--- src/rtl/dtrs_pkg.sv ---
`timescale 1ns / 1ps
`default_nettype none

package dtrs_pkg;

  // Fixed field widths of the query and result transactions.
  localparam int FIELD_W = 16;
  localparam int VAL_W   = FIELD_W + 1;
  localparam int COUNT_W = 20;
  localparam int SIGMA_W = 33;

  // One query transaction.
  typedef struct packed {
    logic [FIELD_W-1:0] range_first;
    logic [FIELD_W-1:0] range_last;
    logic [FIELD_W-1:0] step_divisor;
  } dtrs_in_t;

  // One result transaction.
  typedef struct packed {
    logic [COUNT_W-1:0] count_total;
    logic [SIGMA_W-1:0] sigma_total;
  } dtrs_out_t;

  // A classified query as handed from the front end to the back end.
  typedef struct packed {
    logic [VAL_W-1:0]   start;
    logic [FIELD_W-1:0] step;
    logic [FIELD_W-1:0] last;
    logic               empty;
  } dtrs_job_t;

endpackage

`default_nettype wire

--- src/rtl/dtrs_back.sv ---
`timescale 1ns / 1ps
`default_nettype none

module dtrs_back #(
  parameter int TABLE_SIZE = 65536
) (
  input  wire logic                                     clk_i,
  input  wire logic                                     rst_ni,
  input  wire logic                                     job_valid_i,
  input  wire dtrs_pkg::dtrs_job_t                      job_i,
  output logic                                          job_pop_o,
  output logic [$clog2(TABLE_SIZE)-1:0]                 ram_raddr_o,
  input  wire logic [$clog2(TABLE_SIZE)+(($clog2(TABLE_SIZE)<=16)?7:8)+3:0] ram_rdata_i,
  output logic                                          out_valid_o,
  input  wire logic                                     out_stall_i,
  output dtrs_pkg::dtrs_out_t                           out_data_o
);

  import dtrs_pkg::*;

  localparam int AW = $clog2(TABLE_SIZE);
  localparam int CW = (AW <= 16) ? 7 : 8;
  localparam int SW = AW + 3;

  localparam logic [1:0] B_IDLE  = 2'd0;
  localparam logic [1:0] B_RUN   = 2'd1;
  localparam logic [1:0] B_DRAIN = 2'd2;

  logic [1:0]         state_q, state_d;
  logic [VAL_W-1:0]   idx_q, idx_d;
  logic [FIELD_W-1:0] step_q, step_d;
  logic [FIELD_W-1:0] last_q, last_d;
  logic               rd_vld_q, rd_vld_d;
  logic               out_vld_q, out_vld_d;
  logic [COUNT_W-1:0] acc_c_q, acc_c_d;
  logic [SIGMA_W-1:0] acc_s_q, acc_s_d;
  logic [COUNT_W-1:0] acc_c_nx;
  logic [SIGMA_W-1:0] acc_s_nx;
  logic [COUNT_W:0]   sum_c;
  logic [SIGMA_W:0]   sum_s;
  logic [VAL_W-1:0]   nxt;
  dtrs_out_t          out_q, out_d;

  // Saturating accumulation of the entry read in the previous cycle.
  always_comb begin
    sum_c = {1'b0, acc_c_q} + (COUNT_W+1)'(ram_rdata_i[SW +: CW]);
    sum_s = {1'b0, acc_s_q} + (SIGMA_W+1)'(ram_rdata_i[0 +: SW]);
    if (!rd_vld_q) begin
      acc_c_nx = acc_c_q;
      acc_s_nx = acc_s_q;
    end else begin
      acc_c_nx = sum_c[COUNT_W] ? '1 : sum_c[COUNT_W-1:0];
      acc_s_nx = sum_s[SIGMA_W] ? '1 : sum_s[SIGMA_W-1:0];
    end
  end

  // Walk the multiples, one table read per cycle.
  always_comb begin
    state_d     = state_q;
    idx_d       = idx_q;
    step_d      = step_q;
    last_d      = last_q;
    rd_vld_d    = 1'b0;
    acc_c_d     = acc_c_nx;
    acc_s_d     = acc_s_nx;
    out_d       = out_q;
    out_vld_d   = out_vld_q && out_stall_i;
    job_pop_o   = 1'b0;
    ram_raddr_o = AW'(idx_q);
    nxt         = idx_q + {1'b0, step_q};

    unique case (state_q)
      B_IDLE: begin
        if (job_valid_i && !out_vld_q) begin
          job_pop_o = 1'b1;
          if (job_i.empty) begin
            out_d     = '0;
            out_vld_d = 1'b1;
          end else begin
            idx_d   = job_i.start;
            step_d  = job_i.step;
            last_d  = job_i.last;
            acc_c_d = '0;
            acc_s_d = '0;
            state_d = B_RUN;
          end
        end
      end
      B_RUN: begin
        rd_vld_d = 1'b1;
        if (nxt > {1'b0, last_q}) begin
          state_d = B_DRAIN;
        end else begin
          idx_d = nxt;
        end
      end
      B_DRAIN: begin
        out_d.count_total = acc_c_nx;
        out_d.sigma_total = acc_s_nx;
        out_vld_d         = 1'b1;
        state_d           = B_IDLE;
      end
      default: begin
        state_d = B_IDLE;
      end
    endcase
  end

  always_ff @(posedge clk_i or negedge rst_ni) begin
    if (!rst_ni) begin
      state_q   <= B_IDLE;
      rd_vld_q  <= 1'b0;
      out_vld_q <= 1'b0;
    end else begin
      state_q   <= state_d;
      rd_vld_q  <= rd_vld_d;
      out_vld_q <= out_vld_d;
    end
  end

  // Walk position, accumulators and the result register.
  always_ff @(posedge clk_i) begin
    idx_q   <= idx_d;
    step_q  <= step_d;
    last_q  <= last_d;
    acc_c_q <= acc_c_d;
    acc_s_q <= acc_s_d;
    out_q   <= out_d;
  end

  assign out_valid_o = out_vld_q;
  assign out_data_o  = out_q;

endmodule

`default_nettype wire

--- config.mk ---
export PLATFORM = sky130hd
export DESIGN_NAME = dtrs_back
export DESIGN_NICKNAME = d
export VERILOG_FILES = /design/src/rtl/dtrs_pkg.sv /design/src/rtl/dtrs_back.sv
export SDC_FILE = /design/constraint.sdc
export NUM_CORES = 1
export LEC_CHECK = 0
export ABC_CLOCK_PERIOD_IN_PS = 4700
export BUFFER_PORTS_ARGS = -buffer_cell sky130_fd_sc_hd__buf_2
export CORE_ASPECT_RATIO = 1.75
export CORE_MARGIN = 2
export CORE_UTILIZATION = 30
export CTS_BUF_LIST = sky130_fd_sc_hd__clkbuf_8
export CTS_CLUSTER_SIZE = 25
export DETAILED_ROUTE_END_ITERATION = 7
export GPL_TIMING_DRIVEN = 0
export PLACE_DENSITY = 0.49
export SYNTH_ARGS = -nofsm -noshare
export SYNTH_HDL_FRONTEND = slang
export SYNTH_SLANG_ARGS = --single-unit
--- constraint.sdc ---
create_clock -name clk_i -period 4.7 [get_ports clk_i]
set_input_delay 0.235 -clock clk_i [delete_from_list [all_inputs] [get_ports clk_i]]
set_output_delay 0.235 -clock clk_i [all_outputs]
set_load 0.005 [all_outputs]
---- After elaboration in Yosys (flattened, before gate mapping) ----
Cells that the tools add are included.
operators by class
  $add $sub $neg .......................... 3
  $mul .................................... 0
  div/mod/pow operators ................... 0
  $lt $le $gt $ge ......................... 1
  eq/ne operators ......................... 7
  shift operators ......................... 0
  multiplexer cells ....................... 27
  bitwise logic cells ..................... 1
  reduce and logical (&&, ||, !) cells .... 10
operators with widths
  kind                count
  $mux 33             5
  $mux 53             2
  $pmux 53 s2         1
  $mux 20             5
  $mux 17             3
  $add 33x19->34      1
  $pmux 17 s2         1
  $add 20x7->21       1
  $add 17x16->17      1
  $gt 17x16->1        1
  $ne 2x2->1 const B  5
  $reduce_and 3->1    3
  $mux 2              3
  $mux 1              5
  $pmux 2 s2          1
  $reduce_and 4->1    1
  $reduce_bool 2->1   2
  $eq 2x1->1 const B  1
  $eq 2x2->1 const B  1
  $logic_and 1x1->1   2
  $logic_not 2->1     1
  $pmux 1 s2          1
  $logic_not 1->1     1
  $not 1->1           1
word-level totals
  register bits after elaboration ......... 159
  latch bits .............................. 0
  RAM bits ................................ 0
  ROM bits ................................ 0
  input port bits ......................... 81
  output and inout port bits .............. 71
  word-level logic and storage cells ...... 59
  memories kept ........................... 0

---- Depth between registers and ports, before layout ----
Gate-level depths: netlist of the first run.
  word-level depth ........................ 6
  mapped depth ............................ 15
  depth with buffers taken out ............ 15

---- Least setup slack after synthesis of the first run ----
No wires, ideal clock.
  kind .................................... register to register
  from .................................... reg idx_q[0]
  to ...................................... reg idx_q[0], enable pin
  library setup time ...................... 0.374 ns
  arrival ................................. 3.488 ns
  required time ........................... 4.326 ns
  setup slack ............................. 0.838 ns
  cell stages (with the launch flop) ...... 16
  path buffers ............................ 0
  period minus slack after synthesis ...... 3.862 ns
  path through ............................ edfxtp_1 -> ha_1 -> fa_1 -> a211oi_1 -> o21ai_1 -> a21oi_2 -> o21ai_0 -> a311oi_1 -> nor2_1 -> ha_1 -> nand4_1 -> nor2_1 -> o21ai_0 -> nand3_1 -> o21ai_0 -> a31o_1
between the ends
  longest elaborated chain between the ends .. 4
ends and longest elaborated chain
  item                        RTL line          RTL
  from (decl)                 dtrs_back.sv:30   logic [VAL_W-1:0] idx_q, idx_d;
  from (signal assigned)      dtrs_back.sv:123  idx_q <= idx_d;
  $add 17x16->17              dtrs_back.sv:70   nxt = idx_q + {1'b0, step_q};
  $gt 17x16->1                dtrs_back.sv:91   if (nxt > {1'b0, last_q}) begin
  $ne 2x2->1 (no line)        n/a
  $reduce_and 4->1 (no line)  n/a
No other way between the ends.
A chain may end at the register's enable or synchronous reset.

---- Worst setup path after layout of the first run ----
  from .................................... reg idx_q[0]
  to ...................................... reg idx_q[16], enable pin
The elaborated chain is that of the path after synthesis.

==> metrics.md, run 1 <==
| Metric | Value |
|---|---|
| Peak Freq | 219.8 MHz |
| Layer with the highest usage | met2 |
| CORE AREA | 0.02807 mm2 |
| FP Rows | 81 |
| Via density | 4.824 |
| First DRT Iteration DRCs | 287 |
| Fin crit period | approximately 4.5 ns |
| Kind of critical path | flip-flop to flip-flop |
| Internal power | 3892 uW |
| Initial antenna violation count | 1 |
| Gate power share | 0.479 |
| Fin nets | 1,170 |
| Startpoint Class | flip-flop |
| Final Hold Viols | 0 |
| Pin count of the biggest net entering global routing | 30 |
| Pwr Density | 593.1 mW/mm2 |
| Root buffer cell | clkbuf_8 |
| Setup Skew | 0.01348 ns |
| Synth warn | 0 |
| Static leakage | 0.004454 uW |
| Synth Cell Area | around 0.0086 mm2 |
| Sink Count | between 150 and 200 |
| Maxcap violations | 0 |
| Synth Net Count | around 950 |
| Hold_ws | about 0.052 ns |
| Routed WL | 24.22 mm |
| Routed len/inst | 17.13 um |
| Number of flops mapped to enable cells by yosys | 102 |
| Placer Congestion | 0.8652 |
| Global route total overflow | 0 |
| Sequential Power Share | 0.337 |
| Clock-pin slew on the worst setup and hold paths | approximately 0.090 ns |
| Yosys reg bits | between 150 and 200 |
| Starting density of the core | 0.3054 |
| Share of cells above drive strength 1 | 0.2440 |
| Count leader, synth | nor2_1 |
| N_diodes | 0 |
| Met2 Usage GRT | 0.3222 |
| Top_reg_cell synth | edfxtp_1 |
| Max Transition Viols Final | 0 |
| Fill cell count | 2,855 |
| Max rail drop VDD | 0.2511 mV |
| Area share of the largest cell type after synthesis | 0.3573 |
| Vias in the first global route | 7,058 |
| Sequential Area | between 0.004 and 0.005 mm2 |
| CP max FO | 6 |
| Gate Count Post-Synth | 811 |
| Routed via count | 6,821 |
| H-tree levels | 4 |
| Grt met3 use | 0.04413 |
| Share of synthesized registers carrying an async set or reset | 0.02516 |
| Pre-antenna DRT Iters | 5 |
| Area contributors post-synth | edfxtp_1, dfxtp_1, ha_1 |
| Synth cell count leaders | nor2_1, edfxtp_1, ha_1 |
| CTS tree | yes |
| Clk pwr share | 0.184 |
| Net load switching power | approximately 2500 uW |
| Skew-Pair Late Insertion Delay | 0.49 ns |
| DP HPWL | around 19 mm |
| Switch share | 0.3919 |
| I/O pin cnt | 152 |
| Worst slew pin tran | roughly 0.8 ns |
| Worst hold path type | input pin to flip-flop |
| Sequential fraction of the synthesis area | 0.4927 |
| Worst Setup End Kind | flip-flop |
| Full die area | 0.03000 mm2 |
| Crit path arrival time | 4.75 ns |
| Setup_tns | 0 ns |
| Final period utilization | 0.9679 |
| Antenna-violating nets left | 0 |
| Worst slew margin | 0.4543 |
| Setup violators final | 0 |
| Data required, critical path | 4.90 ns |
| Multi-input gate area | 0.003996 mm2 |
| GR Layer Usage met1 | 0.1666 |
| Count of different cell masters after synthesis | 79 |
| Global Route Usage Sum | 0.1661 |
| Status | finished, final reports clean |
| Synth area leader | edfxtp_1 |
| Synthesized area per cell | 10.57 um2 |
| Chip height | 227.6 um |
| Port-buffer cells | 150 |
| Residual DRC | 0 |
| Die X | 131.8 um |
| CTS max path bufs | 2 |
| P&R area growth vs syn | 25.88% |
| CTS Buf Count | 17 |
| First-pass GRT wire length | ~38 mm |
[registers in the layout, summed over array words and instances, names as in the netlist]
signal and count:
out_data_o 53, acc_s_q 33, acc_c_q 20, idx_q 17
last_q 16, step_q 16, state_q 2, out_valid_o 1
rd_vld_q 1
[kinds of logic (layout without fill, tap and decap cells)]
kind of cell	after synthesis	after routing	share of synthesized area
xor gates and xnor gates	34	34	0.03473
and+or+nand+nor	278	278	0.1608
buffers and inverters	74	304	0.04305
AOI/OAI and AO/OA	182	182	0.1486
DFF	159	159	0.4927
adders and majority gates	61	61	0.09165
muxes	23	23	0.02846
[what timing repair did]
action	4_1_cts	5_1_grt
gates resized for setup	3	0
setup buffers	0	2
hold buffers	43	0
endpoints found under the setup margin	17	17
hold endpoints to repair	46	0
pin swaps	0	0
[per-stage QoR]
step	instances	power, uW	utilization	setup slack [ns]	area, um2
floorplan	811	4254	-	0.8379	8573
global placement	1334	5195	0.3488	-0.5181	9791
detailed placement	1337	5241	0.3517	-0.5651	9874
CTS	1412	6492	0.3834	0.02042	10760
global route	1414	6916	0.3844	-0.01678	10790
finish	1414	6400	0.3844	0.1510	10790
[cell usage in the layout (no fill, tap or decap), drive strengths merged, types with 15 or more instances in the layout]
| master | count |
|---|---|
| clkbuf | 37 |
| ha | 58 |
| inv | 40 |
| o21ai | 32 |
| edfxtp | 102 |
| dlygate4sd3 | 43 |
| dfxtp | 53 |
| nand2 | 50 |
| nand3 | 15 |
| nor3 | 43 |
| a21o | 15 |
| a211oi | 20 |
| xnor2 | 23 |
| a21oi | 50 |
| nor2 | 104 |
| buf | 175 |
[metal layers]
layer	share of wire	wire [um]
met1	0.37	9036
met2	0.55	13380
met3	0.046	1105
met4	0.028	681
met5	0.00054	13
[path summary, 6_finish.rpt]
kind / start / endpoint / slack (ns) / cells after the start
max: idx_q[0] / idx_q[16] / 0.15 / 16
min: job_i[44] / idx_q[11] / 0.05 / 2
max reg2reg: idx_q[0] / idx_q[16] / 0.15 / 16
min reg2reg: out_valid_o / out_valid_o / 0.53 / 1
max in group asynchronous: rst_ni / rd_vld_q / 4.46 / 2
min in group asynchronous: rst_ni / state_q[0] / 0.12 / 2
[area by class of cell]
| type | instances | area share |
|---|---|---|
| buffer | 38 | 0.02180 |
| clock buffer | 21 | 0.02678 |
| clock inverter | 11 | 0.01496 |
| inverter | 36 | 0.01252 |
| multi-input combinational | 578 | 0.3703 |
| sequential | 159 | 0.3914 |
| tap | 373 | 0.04325 |
| timing repair buffer | 198 | 0.1190 |
[worst max-delay path, cell delays in order, from the launching register on]
cell and delay, ns:
edfxtp_1 0.41, ha_1 0.27, fa_1 0.44, a211oi_1 0.31
o21ai_1 0.16, a21oi_2 0.36, o21ai_0 0.21, a311oi_1 0.45
nor2_1 0.11, ha_1 0.30, nand4_1 0.20, nor2_1 0.10
o21ai_0 0.10, nand3_1 0.09, o21ai_1 0.36, a31o_4 0.23
buf_4 0.17
[power by group through the flow]
stage	Combinational, uW	Sequential (uW)	Clock [uW]
2_1_floorplan	2070	2180	0
3_5_place_dp	3050	2190	0
4_1_cts	3100	2170	1220
6_report	3070	2160	1180
5_1_grt	3440	2210	1270
3_3_place_gp	2990	2210	0
No activity file was read; power rests on OpenSTA's default activity.
==> inputs of run 2 (changes only) <==
Settings changed: CORE_ASPECT_RATIO 1.75 to 1.25, CTS_BUF_LIST sky130_fd_sc_hd__clkbuf_8 to sky130_fd_sc_hd__clkbuf_4, RECOVER_POWER from default to 25.
==> run 2 against run 1 <==
  * Total power fell by 7.0%
  * Clock power down 30%
  * Clock skew up 0.0099 ns
  * Largest power group unchanged
==> metrics.md, run 2 (synthesized netlist as in run 1, its figures left out) <==
| Metric | Value |
|---|---|
| Status | finished, final reports clean |
| Setup_tns | 0 ns (unchanged) |
| CORE AREA | 0.02832 mm2 (+0.87%) |
| Max Transition Viols Final | 0 (unchanged) |
| Port-buffer cells | 150 (unchanged) |
| CP max FO | 17 (+11) |
| Final Hold Viols | 0 (unchanged) |
| Fin nets | 1,178 (+0.68%) |
| Residual DRC | 0 (unchanged) |
| Internal power | 3506 uW (-9.9%) |
| RSZ-0062 raised after global routing | false |
| First DRT Iteration DRCs | 295 (+2.8%) |
| Die X | 155.2 um (+18%) |
| Kind of critical path | flip-flop to flip-flop |
| Routed len/inst | 16.56 um (-3.3%) |
| Worst Setup End Kind | flip-flop |
| Global Route Usage Sum | 0.1559 (-0.01023) |
| DP HPWL | 17.23 mm (-8.3%) |
| FF-to-FF End | idx_q[6] |
| Pre-antenna DRT Iters | 4 (-1) |
| Root buffer cell | clkbuf_4 |
| Worst hold path type | input pin to flip-flop |
| CTS tree | yes |
| Critical Path End | idx_q[6] |
| FP Rows | 69 (-15%) |
| Clk pwr share | 0.139 (-0.045) |
| Initial antenna violation count | 1 (unchanged) |
| First-pass GRT wire length | 35.97 mm (-4.8%) |
| P&R area growth vs syn | 23.51% |
| Pwr Density | 562.2 mW/mm2 (-5.2%) |
| Starting density of the core | 0.3028 (-0.002631) |
| Multi-input gate area | 0.003996 mm2 (unchanged) |
| Setup Skew | 0.02337 ns (+0.009894 ns) |
| Share of cells above drive strength 1 | 0.1983 (-0.04571) |
| I/O pin cnt | 152 (unchanged) |
| Static leakage | 0.004253 uW (-4.5%) |
| Setup violators final | 0 (unchanged) |
| Worst slew pin tran | 0.8728 ns (+0.06283 ns) |
| Crit path arrival time | 4.69 ns (-0.06 ns) |
| Placer Congestion | 0.8232 (-4.9%) |
| Commonest cells after routing, fill and taps aside | buf_2, nor2_1, edfxtp_1, ha_1, clkbuf_1 |
| Final period utilization | 0.9427 (-0.02521) |
| Gate power share | 0.497 (+0.018) |
| Skew-Pair Late Insertion Delay | 0.58 ns (+0.09 ns) |
| Vias in the first global route | 6,784 (-3.9%) |
| Dpl cells | 1,318 (-1.4%) |
| CP startpoint | idx_q[0] |
| Startpoint Class | flip-flop |
| CTS max path bufs | 2 (unchanged) |
| Worst slew margin | 0.4167 (-0.03756) |
| Fin cells | 1,405 (-0.64%) |
| Data required, critical path | 4.96 ns (+0.06 ns) |
| Final Core Density | 0.3739 (-0.01047) |
| Fin crit period | 4.431 ns (-0.1185 ns) |
| Max reg flops | 53 (unchanged) |
| Peak Freq | 225.7 MHz (+2.7%) |
| Routed WL | 23.27 mm (-3.9%) |
| Via density | 4.857 (+0.68%) |
| Chip height | 193 um (-15%) |
| Commonest non-fill, non-tap cell in the layout | buf_2 |
| CTS Buf Count | 17 (unchanged) |
| Worst reg2reg path startpoint | idx_q[0] |
| Full die area | 0.02995 mm2 (-0.15%) |
| Sink Count | 159 (unchanged) |
| Clock-pin slew on the worst setup and hold paths | 0.14 ns (+0.05 ns) |
| R2r worst-path depth | 15 (-1) |
| Pin count of the biggest net entering global routing | 32 (+6.7%) |
| Final Total Pwr | 5953 uW (-7.0%) |
| Maxcap violations | 0 (unchanged) |
| Post-CTS Setup Inserts | 0 (unchanged) |
| Max rail drop VDD | 0.2072 mV (-17%) |
| Antenna-violating nets left | 0 (unchanged) |
| H-tree levels | 4 (unchanged) |
| Routed via count | 6,824 (+0.044%) |
| Sequential Area | 0.004224 mm2 (unchanged) |
| Global route total overflow | 0 (unchanged) |
| Switch share | 0.4111 (+0.01914) |
| R2R Setup Slk | 0.27 ns (+0.12 ns) |
| Sequential Power Share | 0.364 (+0.027) |
| Net load switching power | 2447 uW (-2.4%) |
| Fill cell count | 2,924 (+2.4%) |
run 2: repair_timing:
item / CTS / global route
endpoints found under the setup margin: 17 / 0
gates resized for setup: 3 / 0
hold buffers: 54 / 0
endpoints found under the hold margin: 56 / 0
run 2: worst min path at each step:
stage             endpoint  slack (ns)  startpoint  cells past startpoint
2_1_floorplan  out_valid_o       -0.06      rst_ni                      0
3_3_place_gp   out_valid_o        0.05      rst_ni                      1
3_5_place_dp   out_valid_o        0.05      rst_ni                      1
4_1_cts        acc_c_q[13]        0.05    job_i[0]                      3
5_1_grt        acc_c_q[13]        0.05    job_i[0]                      3
6_report       acc_c_q[13]         0.1    job_i[0]                      3
run 2: layout make-up:
type                            count  share of cell area
Tap cell                          355             0.04195
Clock inverter                     15             0.01371
Multi-Input combinational cell    578              0.3774
Antenna cell                        1           0.0002363
Inverter                           36             0.01276
Clock buffer                       17             0.01205
Buffer                             38             0.02221
Sequential cell                   159              0.3989
Timing Repair Buffer              206              0.1208
run 2: worst max-delay path, cell delays in order (launching register included):
cell	delay [ns]
edfxtp_1	0.42
ha_1	0.26
fa_1	0.43
a211oi_1	0.32
o21ai_1	0.16
a21oi_2	0.28
o21ai_0	0.19
a311oi_1	0.43
nor2_1	0.10
ha_1	0.30
nand4_1	0.17
nor2_1	0.09
o21ai_0	0.09
nand3_1	0.09
o21ai_1	0.35
a31o_4	0.42
run 2: power by group through the flow:
stage / logic [uW] / registers [uW] / clock network (uW)
2_1_floorplan: 2070 / 2180 / 0
3_3_place_gp: 2930 / 2210 / 0
3_5_place_dp: 2970 / 2200 / 0
4_1_cts: 3040 / 2170 / 869
5_1_grt: 3350 / 2220 / 922
6_report: 2960 / 2170 / 828
run 2: stage by stage:
step	area (um2)	setup slack, ns	hold slack [ns]
2_1_floorplan	8573	0.8379	-0.06059
3_3_place_gp	9768	-0.4439	0.04683
3_5_place_dp	9817	-0.4184	0.04908
4_1_cts	10640	0.1630	0.04851
5_1_grt	10590	0.003921	0.05113
6_report	10590	0.2695	0.09531
run 2: per-layer routing:
layer	GRT usage	share of wire	vias to the layer above
met1	0.1930	0.46	3231
met3	0.03152	0.035	13
met4	0.04305	0.012	0
met2	0.2769	0.49	154
met5	0	0	-
li1	-	-	3426
==> inputs of run 3 (changes only) <==
Settings changed: ABC_CLOCK_PERIOD_IN_PS 4700 to 3940, PLACE_DENSITY 0.49 to 0.51, SETUP_SLACK_MARGIN from default to 0.5.
Clock period 4.7 ns to 3.94 ns, I/O delays scaled along.
==> run 3 against run 2 <==
  * The run now ends with max-capacitance violations, max-slew violations left
  * Clock skew grew 0.0012 ns
  * Register-to-register slack lost 0.23 ns
  * Cell area grew 5.1%
  * Worst hold slack lost 0.020 ns
  * Sequential share of layout area shrank 1.9 points
  * Sequential power grew 19%
  * Clock-buffer cell count grew 1
  * Wire length grew 3.0%
  * Non-clock buffer count grew 42
  * Largest power group unchanged
==> metrics.md, run 3 (synthesized netlist as in run 1, its figures left out) <==
| Metric | Value |
|---|---|
| Status | finished with violations |
| Failing checks | max-capacitance violations, max-slew violations |
| Antenna-violating nets left | 0 (unchanged) |
| Gate power share | 0.533 (+0.036) |
| Pre-antenna DRT Iters | 4 (unchanged) |
| Global route total overflow | 0 (unchanged) |
| First-pass GRT wire length | 36.36 mm (+1.1%) |
| Sequential Area | 0.004224 mm2 (unchanged) |
| Worst slew pin tran | 1.508 ns (+0.6349 ns) |
| Pin count of the biggest net entering global routing | 32 (unchanged) |
| Fin crit period | 3.902 ns (-0.5289 ns) |
| CORE AREA | 0.02832 mm2 (unchanged) |
| Setup_tns | 0 ns (unchanged) |
| FP Rows | 69 (unchanged) |
| P&R area growth vs syn | 29.79% |
| Via density | 4.835 (-0.45%) |
| First DRT Iteration DRCs | 390 (+32%) |
| Worst Setup End Kind | flip-flop |
| Skew-Pair Late Insertion Delay | 0.59 ns (about the same) |
| Die X | 155.2 um (unchanged) |
| Commonest non-fill, non-tap cell in the layout | buf_2 |
| Internal power | 4708 uW (+34%) |
| Pwr Density | 704.2 mW/mm2 (+25%) |
| CTS Buf Count | 17 (unchanged) |
| Setup violators final | 0 (unchanged) |
| Residual DRC | 0 (unchanged) |
| Data required, critical path | 4.31 ns (-0.65 ns) |
| Routed len/inst | 16.56 um (about the same) |
| Multi-input gate area | 0.004111 mm2 (+2.9%) |
| Fin cells | 1,448 (+3.1%) |
| Routed via count | 7,001 (+2.6%) |
| Chip height | 193 um (unchanged) |
| Startpoint Class | flip-flop |
| Initial antenna violation count | 1 (unchanged) |
| Maxcap violations | 1 (+1) |
| Port-buffer cells | 150 (unchanged) |
| DP HPWL | 17.25 mm (+0.16%) |
| Setup Skew | 0.02456 ns (+0.001188 ns) |
| Max reg flops | 53 (unchanged) |
| Clk pwr share | 0.136 (-0.003) |
| Final period utilization | 0.9903 (+0.04759) |
| Global Route Usage Sum | 0.1578 (+0.001884) |
| Commonest cells after routing, fill and taps aside | buf_2, nor2_1, edfxtp_1, dlygate4sd3_1 |
| Root buffer cell | clkbuf_4 |
| Placer Congestion | 0.8119 (-1.4%) |
| CTS tree | yes |
| Kind of critical path | flip-flop to flip-flop |
| Starting density of the core | 0.3028 (unchanged) |
| Dpl cells | 1,319 (+0.076%) |
| Static leakage | 0.004514 uW (+6.2%) |
| Final Hold Viols | 0 (unchanged) |
| Crit path arrival time | 4.27 ns (-0.42 ns) |
| Fin nets | 1,220 (+3.6%) |
| Share of cells above drive strength 1 | 0.2466 (+0.04828) |
| Full die area | 0.02995 mm2 (unchanged) |
| Peak Freq | 256.3 MHz (+14%) |
| RSZ-0062 raised after global routing | true |
| Clock-pin slew on the worst setup and hold paths | 0.14 ns (about the same) |
| CP max FO | 5 (-12) |
| I/O pin cnt | 152 (unchanged) |
| Fill cell count | 2,823 (-3.5%) |
| Max rail drop VDD | 0.2631 mV (+27%) |
| Worst hold path type | input pin to flip-flop |
| Switch share | 0.3992 (-0.01193) |
| Sequential Power Share | 0.331 (-0.033) |
| Net load switching power | 3128 uW (+28%) |
| Final Total Pwr | 7836 uW (+32%) |
| CTS max path bufs | 2 (unchanged) |
| H-tree levels | 4 (unchanged) |
| Sink Count | 159 (unchanged) |
| Worst slew margin | -0.008897 (-0.4256) |
| Max Transition Viols Final | 15 (+15) |
| Vias in the first global route | 6,924 (+2.1%) |
| Routed WL | 23.98 mm (+3.0%) |
==> run 3: changes by cell type in the layout (fill, tap and decap cells not counted), sizes merged <==
cell	previous run	this run
buf	130	174
clkinv	10	7
bufinv	2	3
clkbuf	75	74
clkinvlp	2	3
diode	1	2
==> run 3: routing by layer <==
metal  up-vias  part of all wire  GRT usage  wire [um]
met3        26             0.044    0.03442       1060
met1      3304              0.44     0.1919      10600
met4         0             0.019    0.04975        455
met2       155              0.49     0.2795      11860
li1       3516                 -          -          -
met5         -                 0          0          0
==> run 3: repair_timing <==
action                     CTS  global route
resized for setup           15            14
setup buffers               32             8
setup endpoints to repair   19            20
gates cloned                 0             1
hold endpoints to repair    56             0
pin swaps                   11            13
hold buffers                54             0
==> run 3: path summary, 6_finish.rpt <==
kind	start	endpoint	slack [ns]	depth (start not counted)
worst max register to register	idx_q[0]	idx_q[3]	0.04	17
worst max-delay path	idx_q[0]	idx_q[3]	0.04	17
worst min register to register	out_valid_o	out_valid_o	0.52	1
max in group asynchronous	rst_ni	state_q[0]	3.23	3
worst min-delay path	job_i[0]	acc_c_q[15]	0.08	3
min in group asynchronous	rst_ni	out_valid_o	0.54	3
==> run 3: layout make-up <==
type / instances / share of cell area
inverters: 36 / 0.01214
well taps: 355 / 0.03992
multi-input cells: 578 / 0.3695
diodes: 2 / 0.0004498
clock inverters: 14 / 0.01496
repair buffers: 248 / 0.1501
plain buffers: 38 / 0.02114
clock buffers: 18 / 0.01214
flip-flops and latches: 159 / 0.3796
==> run 3: worst max-delay path, cell delays in order, from the launching register on <==
cell and delay (ns):
edfxtp_1 0.45, ha_4 0.19, fa_2 0.37, a211oi_4 0.25
o21ai_2 0.11, a21oi_2 0.25, o21ai_2 0.10, a311oi_2 0.31
buf_4 0.19, nor2_4 0.04, ha_4 0.28, nand4_1 0.21
nor2_1 0.21, o21ai_1 0.09, nand3_1 0.12, o21ai_4 0.09
a31o_4 0.28, clkbuf_16 0.17
==> run 3: power by group through the flow <==
stage	Combinational [uW]	Sequential, uW	Clock (uW)
floorplan	2500	2600	0
global placement	3520	2640	0
detailed placement	3580	2620	0
CTS	4030	2600	1110
global route	4640	2650	1170
finish	4180	2590	1070
==> run 3: metrics by stage <==
stage          instance area (um2)  worst slack, ns  utilization  hold WS [ns]
2_1_floorplan                 8591           0.5430            -      -0.09859
5_1_grt                      11130         -0.05388       0.3929       0.03867
6_report                     11130          0.03837       0.3929       0.07542
4_1_cts                      11030          0.06497       0.3895       0.01337
3_5_place_dp                  9862          -0.3627       0.3483      0.005572
3_3_place_gp                  9786          -0.7933       0.3456      0.005091
